--- config.mk ---
export PLATFORM = sky130hd
export DESIGN_NAME = utf8_hebrew_mark_filter
export DESIGN_NICKNAME = d
export VERILOG_FILES = /design/src/rtl/uhmf_pkg.sv /design/src/rtl/uhmf_front.sv /design/src/rtl/uhmf_queue.sv /design/src/rtl/uhmf_back.sv /design/src/rtl/utf8_hebrew_mark_filter.sv
export SDC_FILE = /design/constraint.sdc
export NUM_CORES = 1
export LEC_CHECK = 0
export ABC_AREA = 1
export BUFFER_PORTS_ARGS = -buffer_cell sky130_fd_sc_hd__buf_2
export CORE_UTILIZATION = 52
export CTS_BUF_LIST = sky130_fd_sc_hd__clkbuf_8
export CTS_CLUSTER_DIAMETER = 120
export DETAILED_ROUTE_END_ITERATION = 10
export GPL_ROUTABILITY_DRIVEN = 0
export PLACE_DENSITY = 0.69
export SYNTH_ARGS = -nofsm -noshare
export SYNTH_HDL_FRONTEND = slang
export SYNTH_SLANG_ARGS = --single-unit
--- constraint.sdc ---
create_clock -name clk_i -period 6.9 [get_ports clk_i]
set_clock_uncertainty 0.2 [all_clocks]
set_input_delay 0.69 -clock clk_i [delete_from_list [all_inputs] [get_ports clk_i]]
set_output_delay 0.69 -clock clk_i [all_outputs]
set_load 0.005 [all_outputs]
--- src/rtl/uhmf_pkg.sv ---
// ----------------------------------------------------------------------------
// uhmf_pkg
// Shared types and constants for the UTF-8 Hebrew mark filter.
// ----------------------------------------------------------------------------
package uhmf_pkg;

  localparam int unsigned QueueDepth = 4;

  localparam logic [1:0] ST_DATA = 2'd0;
  localparam logic [1:0] ST_OK   = 2'd1;
  localparam logic [1:0] ST_BAD  = 2'd2;

  localparam logic CFG_STRIP_MARKS = 1'b0;
  localparam logic CFG_MAP_HYPHEN  = 1'b1;

  typedef struct packed {
    logic [7:0] in_byte;
    logic       has_byte;
    logic       end_of_text;
  } in_item_t;

  typedef struct packed {
    logic [7:0] out_byte;
    logic [1:0] status;
    logic       marks_found;
    logic       last_of_run;
  } out_item_t;

  typedef struct packed {
    logic strip_marks;
    logic map_hyphen;
  } cfg_t;

  // One queued operation: 0..4 encoded bytes, then an optional end status.
  typedef struct packed {
    logic [3:0][7:0] bytes;
    logic [2:0]      n;
    logic            has_end;
    logic [1:0]      status;
    logic            marks;
  } op_t;

endpackage

--- src/rtl/uhmf_front.sv ---
// ----------------------------------------------------------------------------
// uhmf_front
// Decodes input bytes into code points, filters them and encodes each
// surviving code point into an operation for the back end.
// ----------------------------------------------------------------------------
module uhmf_front import uhmf_pkg::*; (
  input  logic     clk_i,
  input  logic     rst_ni,
  input  logic     accept_i,
  input  in_item_t item_i,
  input  cfg_t     cfg_i,
  output op_t      op_o,
  output logic     op_valid_o
);

  logic [1:0]  pend_q, pend_d;
  logic [20:0] acc_q, acc_d;
  logic        err_q, err_d;
  logic        mark_q, mark_d;

  logic        fin;
  logic [20:0] cp_raw;
  logic [20:0] cp;
  logic        is_mark;
  logic [7:0]  b;

  function automatic logic hebrew_mark(logic [20:0] c);
    return (c >= 21'h000591 && c <= 21'h0005BD) || c == 21'h0005BF ||
           (c >= 21'h0005C1 && c <= 21'h0005C2) ||
           (c >= 21'h0005C4 && c <= 21'h0005C5) || c == 21'h0005C7;
  endfunction

  assign b = item_i.in_byte;

  always_comb begin
    pend_d = pend_q;
    acc_d  = acc_q;
    err_d  = err_q;
    mark_d = mark_q;
    fin    = 1'b0;
    cp_raw = '0;
    if (item_i.has_byte && !err_q) begin
      if (pend_q != 2'd0) begin
        acc_d  = {acc_q[14:0], b[5:0]};
        pend_d = pend_q - 2'd1;
        if (pend_q == 2'd1) begin
          fin    = 1'b1;
          cp_raw = acc_d;
        end
      end else if (b[7] == 1'b0) begin
        fin    = 1'b1;
        cp_raw = {13'd0, b};
      end else if (b[7:5] == 3'b110) begin
        acc_d  = {16'd0, b[4:0]};
        pend_d = 2'd1;
      end else if (b[7:4] == 4'b1110) begin
        acc_d  = {17'd0, b[3:0]};
        pend_d = 2'd2;
      end else if (b[7:3] == 5'b11110) begin
        acc_d  = {18'd0, b[2:0]};
        pend_d = 2'd3;
      end else begin
        err_d = 1'b1;
      end
    end

    is_mark = fin && hebrew_mark(cp_raw);
    if (is_mark) begin
      mark_d = 1'b1;
    end

    cp = cp_raw;
    if (cfg_i.map_hyphen && cp_raw == 21'h00002D) begin
      cp = 21'h0005BE;
    end

    op_o = '0;
    if (fin && !(is_mark && cfg_i.strip_marks)) begin
      if (cp <= 21'h00007F) begin
        op_o.n        = 3'd1;
        op_o.bytes[0] = cp[7:0];
      end else if (cp <= 21'h0007FF) begin
        op_o.n        = 3'd2;
        op_o.bytes[0] = {3'b110, cp[10:6]};
        op_o.bytes[1] = {2'b10, cp[5:0]};
      end else if (cp <= 21'h00FFFF) begin
        op_o.n        = 3'd3;
        op_o.bytes[0] = {4'b1110, cp[15:12]};
        op_o.bytes[1] = {2'b10, cp[11:6]};
        op_o.bytes[2] = {2'b10, cp[5:0]};
      end else begin
        op_o.n        = 3'd4;
        op_o.bytes[0] = {5'b11110, cp[20:18]};
        op_o.bytes[1] = {2'b10, cp[17:12]};
        op_o.bytes[2] = {2'b10, cp[11:6]};
        op_o.bytes[3] = {2'b10, cp[5:0]};
      end
    end

    if (item_i.end_of_text) begin
      op_o.has_end = 1'b1;
      op_o.status  = (err_d || pend_d != 2'd0) ? ST_BAD : ST_OK;
      op_o.marks   = mark_d;
      pend_d = '0;
      acc_d  = '0;
      err_d  = 1'b0;
      mark_d = 1'b0;
    end
  end

  assign op_valid_o = accept_i && (op_o.n != 3'd0 || op_o.has_end);

  always_ff @(posedge clk_i or negedge rst_ni) begin
    if (!rst_ni) begin
      pend_q <= '0;
      acc_q  <= '0;
      err_q  <= 1'b0;
      mark_q <= 1'b0;
    end else if (accept_i) begin
      pend_q <= pend_d;
      acc_q  <= acc_d;
      err_q  <= err_d;
      mark_q <= mark_d;
    end
  end

endmodule

--- src/rtl/uhmf_queue.sv ---
// ----------------------------------------------------------------------------
// uhmf_queue
// Small operation queue between the decode front end and the output back end.
// ----------------------------------------------------------------------------
module uhmf_queue import uhmf_pkg::*; #(
  parameter int unsigned Depth = QueueDepth
) (
  input  logic clk_i,
  input  logic rst_ni,
  input  logic push_i,
  input  op_t  data_i,
  output logic full_o,
  input  logic pop_i,
  output op_t  data_o,
  output logic empty_o
);

  localparam int unsigned PtrW = (Depth > 1) ? $clog2(Depth) : 1;
  localparam int unsigned CntW = $clog2(Depth + 1);
  localparam logic [PtrW-1:0] LastPtr = PtrW'(Depth - 1);
  localparam logic [CntW-1:0] FullCnt = CntW'(Depth);

  op_t             mem [Depth];
  logic [PtrW-1:0] wr_q, rd_q;
  logic [CntW-1:0] cnt_q;
  logic            do_push, do_pop;

  assign full_o  = (cnt_q == FullCnt);
  assign empty_o = (cnt_q == '0);
  assign do_push = push_i && !full_o;
  assign do_pop  = pop_i && !empty_o;
  assign data_o  = mem[rd_q];

  always_ff @(posedge clk_i) begin
    if (do_push) begin
      mem[wr_q] <= data_i;
    end
  end

  always_ff @(posedge clk_i or negedge rst_ni) begin
    if (!rst_ni) begin
      wr_q  <= '0;
      rd_q  <= '0;
      cnt_q <= '0;
    end else begin
      if (do_push) begin
        wr_q <= (wr_q == LastPtr) ? '0 : wr_q + PtrW'(1);
      end
      if (do_pop) begin
        rd_q <= (rd_q == LastPtr) ? '0 : rd_q + PtrW'(1);
      end
      if (do_push && !do_pop) begin
        cnt_q <= cnt_q + CntW'(1);
      end else if (do_pop && !do_push) begin
        cnt_q <= cnt_q - CntW'(1);
      end
    end
  end

endmodule

--- src/rtl/uhmf_back.sv ---
// ----------------------------------------------------------------------------
// uhmf_back
// Holds the current operation and hands out its bytes and end status one
// result item per cycle while pop_i is high.
// ----------------------------------------------------------------------------
module uhmf_back import uhmf_pkg::*; (
  input  logic      clk_i,
  input  logic      rst_ni,
  input  op_t       op_i,
  input  logic      op_empty_i,
  output logic      op_pop_o,
  output out_item_t out_o,
  output logic      empty_o,
  input  logic      pop_i
);

  op_t        cur_q;
  logic       cur_v_q;
  logic [2:0] idx_q;
  logic       is_data;
  logic       last;

  assign is_data = idx_q < cur_q.n;
  assign last    = cur_q.has_end ? (idx_q == cur_q.n) : (idx_q == cur_q.n - 3'd1);

  always_comb begin
    out_o = '0;
    if (is_data) begin
      out_o.out_byte = cur_q.bytes[idx_q[1:0]];
      out_o.status   = ST_DATA;
    end else begin
      out_o.status      = cur_q.status;
      out_o.marks_found = cur_q.marks;
    end
    out_o.last_of_run = last;
  end

  assign empty_o  = !cur_v_q;
  assign op_pop_o = (!cur_v_q || (pop_i && last)) && !op_empty_i;

  always_ff @(posedge clk_i or negedge rst_ni) begin
    if (!rst_ni) begin
      cur_v_q <= 1'b0;
      idx_q   <= '0;
    end else if (op_pop_o) begin
      cur_v_q <= 1'b1;
      idx_q   <= '0;
    end else if (cur_v_q && pop_i) begin
      if (last) begin
        cur_v_q <= 1'b0;
      end else begin
        idx_q <= idx_q + 3'd1;
      end
    end
  end

  always_ff @(posedge clk_i) begin
    if (op_pop_o) begin
      cur_q <= op_i;
    end
  end

  a_op_shape: assert property (@(posedge clk_i) disable iff (!rst_ni)
    cur_v_q |-> (cur_q.n <= 3'd4) && (cur_q.n != 3'd0 || cur_q.has_end))
    else $error("uhmf_back: malformed operation held");

  a_idx_range: assert property (@(posedge clk_i) disable iff (!rst_ni)
    cur_v_q |-> (idx_q < cur_q.n) || (cur_q.has_end && idx_q == cur_q.n))
    else $error("uhmf_back: result index out of range");

  a_load: assert property (@(posedge clk_i) disable iff (!rst_ni)
    op_pop_o |=> cur_v_q && idx_q == 3'd0)
    else $error("uhmf_back: operation load failed");

endmodule

--- src/rtl/utf8_hebrew_mark_filter.sv ---
// ----------------------------------------------------------------------------
// utf8_hebrew_mark_filter
// Lenient UTF-8 decoder that can drop Hebrew marks, can map hyphen to maqaf,
// and re-encodes each code point in shortest form.
// ----------------------------------------------------------------------------
// One input item is taken per cycle while the operation queue has room. The
// front end decodes and encodes an item in the cycle it is accepted and
// writes at most one operation to the queue; the back end delivers one result
// item per cycle while pop is high, so an item that yields k results (0 to 5)
// holds the output side until all k are popped; its first result appears once
// its operation has passed the queue into the back end. Sustained input rate
// is one item per cycle when results average one per input, else output-paced.
// ----------------------------------------------------------------------------
module utf8_hebrew_mark_filter import uhmf_pkg::*; #(
  parameter int unsigned Depth = QueueDepth
) (
  input  logic      clk_i,
  input  logic      rst_ni,
  input  logic      push,
  output logic      full,
  input  in_item_t  in_i,
  output logic      empty,
  input  logic      pop,
  output out_item_t out_o,
  input  logic      cfg_we_i,
  input  logic      cfg_idx_i,
  input  logic      cfg_wdata_i
);

  cfg_t cfg_q;
  op_t  fr_op, q_op;
  logic fr_valid, q_empty, q_pop, accept;

  assign accept = push && !full;

  always_ff @(posedge clk_i or negedge rst_ni) begin
    if (!rst_ni) begin
      cfg_q.strip_marks <= 1'b1;
      cfg_q.map_hyphen  <= 1'b0;
    end else if (cfg_we_i) begin
      case (cfg_idx_i)
        CFG_STRIP_MARKS: cfg_q.strip_marks <= cfg_wdata_i;
        CFG_MAP_HYPHEN:  cfg_q.map_hyphen  <= cfg_wdata_i;
        default: ;
      endcase
    end
  end

  uhmf_front u_front (
    .clk_i      (clk_i),
    .rst_ni     (rst_ni),
    .accept_i   (accept),
    .item_i     (in_i),
    .cfg_i      (cfg_q),
    .op_o       (fr_op),
    .op_valid_o (fr_valid)
  );

  uhmf_queue #(.Depth(Depth)) u_queue (
    .clk_i   (clk_i),
    .rst_ni  (rst_ni),
    .push_i  (fr_valid),
    .data_i  (fr_op),
    .full_o  (full),
    .pop_i   (q_pop),
    .data_o  (q_op),
    .empty_o (q_empty)
  );

  uhmf_back u_back (
    .clk_i      (clk_i),
    .rst_ni     (rst_ni),
    .op_i       (q_op),
    .op_empty_i (q_empty),
    .op_pop_o   (q_pop),
    .out_o      (out_o),
    .empty_o    (empty),
    .pop_i      (pop)
  );

endmodule
==> results.json <==
{
  "synth_area_leaders": "edfxtp_1, dfrtp_1, nor2_1",
  "cts.path.max_buffers": 3,
  "overflow": 0,
  "pwr-share-seq": 0.453,
  "htreeDepth": 2,
  "dieArea_mm2": 0.0187,
  "hold_class": "in2async",
  "rrSetupSlack_ns": 2.64,
  "vias": 6584,
  "grt_max_degree": 74,
  "topRoutingLayerUsed": "met4",
  "cap_violations": 0,
  "drt_iter0_markers": 576,
  "syn_to_final_growth_pct": 10.4,
  "p_sw_frac": 0.347,
  "final_nets": 946,
  "worstRegToRegCells": 11,
  "powerDensity_mw_per_mm2": 381,
  "critPathKind": "reg2reg",
  "portBuffers": 30,
  "slew_violations": 0,
  "pwr-share-comb": 0.300,
  "wl_um": 20900,
  "synth_top_area_share": 0.555,
  "required_ns": 7.09,
  "reg2reg_to": "u_queue.cnt_q[1]",
  "synth_largest_area_cell": "edfxtp_1",
  "endpoint_kind": "flop",
  "final_util": 0.596,
  "core_area_mm2": 0.0175,
  "drt-pass1-iter-count": 4,
  "cp_max_fo": 42,
  "tns_ns": 0,
  "dp_hpwl_um": 13500,
  "run_status": "finished clean",
  "cts_resized": 0,
  "cts_root_buffer": "clkbuf_8",
  "synth_warnings": 0,
  "die-width_um": 137,
  "wl_met1_um": 9370,
  "setup_violations": 0,
  "worst_pin_slew_ns": 1.15,
  "period_needed_ns": 4.26,
  "vias_per_cell": 5.65,
  "io_pins": 31,
  "r2r_start": "u_back.idx_q[0]",
  "initial_core_util": 0.540,
  "drc": 0,
  "antenna_cells": 0,
  "wl_per_cell_um": 18.0,
  "die_h_um": 137,
  "grt_pass1_wl_um": 33100,
  "yosysSeqAreaShare": 0.640,
  "rsz0062_at_grt": "false",
  "hold_viol_final": 0,
  "antenna_found_initial": 0,
  "finalCritPeriodShare": 0.617,
  "synth.distinct_cells": 49,
  "p_clk_frac": 0.248,
  "synth-edff-count": 175,
  "slew-limit-headroom": 0.235,
  "start_kind": "flop",
  "cts_buffers": 34,
  "ir_worst_vdd_mv": 0.390,
  "syn_nets": 906,
  "synth.avg_cell_area_um2": 10.8,
  "grt_pass1_vias": 6247,
  "intPower_uw": 2600,
  "wl_met3_um": 1340,
  "track_usage": 0.236,
  "holdBufCountCts": 0,
  "cts_setup_buffers": 0,
  "synth_common_cells": "edfxtp_1, nor2_1, o21ai_0",
  "ys_ff_latch": 207,
  "critPathArrivalTime_ns": 4.45,
  "max_freq_mhz": 235,
  "power.switching_uw": 1380,
  "yosysMostFrequentCell": "edfxtp_1",
  "cts.sinks": 207,
  "clkSlewWorstSetupHoldPaths_ns": 0.06,
  "drive_gt1_frac": 0.151,
  "ys.flop_type": "edfxtp_1",
  "clk_latency_ns": 0.51,
  "antenna_left": 0,
  "leakagePower_uw": 0.00405,
  "netlist_instances": 877,
  "synthArstFlopShare": 0.155,
  "fp-row-count": 48,
  "cts_tree": "done",
  "wl_met2_um": 9740,
  "netlist_area_mm2": 0.00947
}
[flip-flops by register name, summed over array words and instances, names as in the netlist]
signal and count:
cfg_q 2, u_front.err_q 1, u_back.cur_v_q 1, u_front.pend_q 2, u_back.cur_q 35, u_queue.mem 140
u_queue.wr_q 2, u_front.mark_q 1, u_front.acc_q 15, u_back.idx_q 3, u_queue.cnt_q 3, u_queue.rd_q 2
[cell usage in the layout, fill, tap and decap left out, types with 4 or more instances in the layout]
cell type  instances
nand3_1           25
ha_1              11
edfxtp_1         175
clkinv_2           5
o21ai_0          108
nand2_2           10
dfrtp_1           30
nand4_1            7
buf_4              8
nor2_4            12
nor3_1             5
nor2_2             6
inv_2              7
nand3_2            4
nor2_1           150
inv_1             94
buf_2             30
a21oi_1           22
a31oi_1            5
nand2_1           87
o22ai_1           53
nand2_4            4
o211ai_1           6
clkbuf_8          37
[cell type report]
type | count | area, um^2
Inverter | 89 | 337
Timing Repair Buffer | 38 | 210
Fill cell | 1485 | 7090
Clock buffer | 37 | 509
Clock inverter | 22 | 119
Sequential cell | 207 | 6060
Multi-Input combinational cell | 547 | 2940
Tap cell | 225 | 282
[metrics by stage]
step	setup slack [ns]	total power (uW)	cell area, um^2	hold slack (ns)	instances
after floorplan	1.89	2610	9470	0.194	877
after global placement	2.67	3000	9820	0.311	1106
after detailed placement	2.63	3020	9820	0.309	1106
final	2.64	3980	10500	0.0685	1165
after CTS	2.60	4010	10500	0.0784	1165
after global routing	2.37	4230	10500	0.115	1165
[power groups by stage]
stage	clock network (uW)	registers [uW]	logic [uW]
2_1_floorplan	0	1780	827
3_3_place_gp	0	1820	1170
3_5_place_dp	0	1830	1200
4_1_cts	1010	1800	1200
5_1_grt	1060	1830	1340
6_report	985	1800	1190
[worst max path at each step]
stage | slack (ns) | cells after the start | to | from
after floorplan | 1.89 | 12 | u_queue.cnt_q[1] | u_back.idx_q[0]
after global placement | 2.67 | 11 | u_queue.cnt_q[1] | u_back.idx_q[0]
after detailed placement | 2.63 | 11 | u_queue.cnt_q[1] | u_back.idx_q[0]
after CTS | 2.60 | 11 | u_queue.cnt_q[1] | u_back.idx_q[0]
after global routing | 2.37 | 11 | u_queue.cnt_q[1] | u_back.idx_q[0]
final | 2.64 | 11 | u_queue.cnt_q[1] | u_back.idx_q[0]
[worst max-delay path, stage by stage, from the launching register on]
cell     delay [ns]
dfrtp_1        0.69
inv_1          0.37
ha_1           0.41
o41ai_2        0.51
a21oi_1        0.21
nor2_4         0.11
buf_4          0.45
inv_1          0.18
ha_1           0.23
inv_1          0.09
fa_1           0.41
mux2_2         0.26
[per-layer routing]
metal	vias to the layer above	global-route usage
met3	34	0.0478
met4	0	0.0897
li1	3159	-
met1	3170	0.318
met5	-	0
met2	221	0.378
[logic make-up after synthesis]
logic type      synth area share
xor+xnor                 0.00555
fa+ha+maj                 0.0167
simple gates               0.154
buf+inv                   0.0541
compound gates             0.128
flops                      0.640
mux                      0.00119
Note: power is estimated with default switching activity, not from simulation.
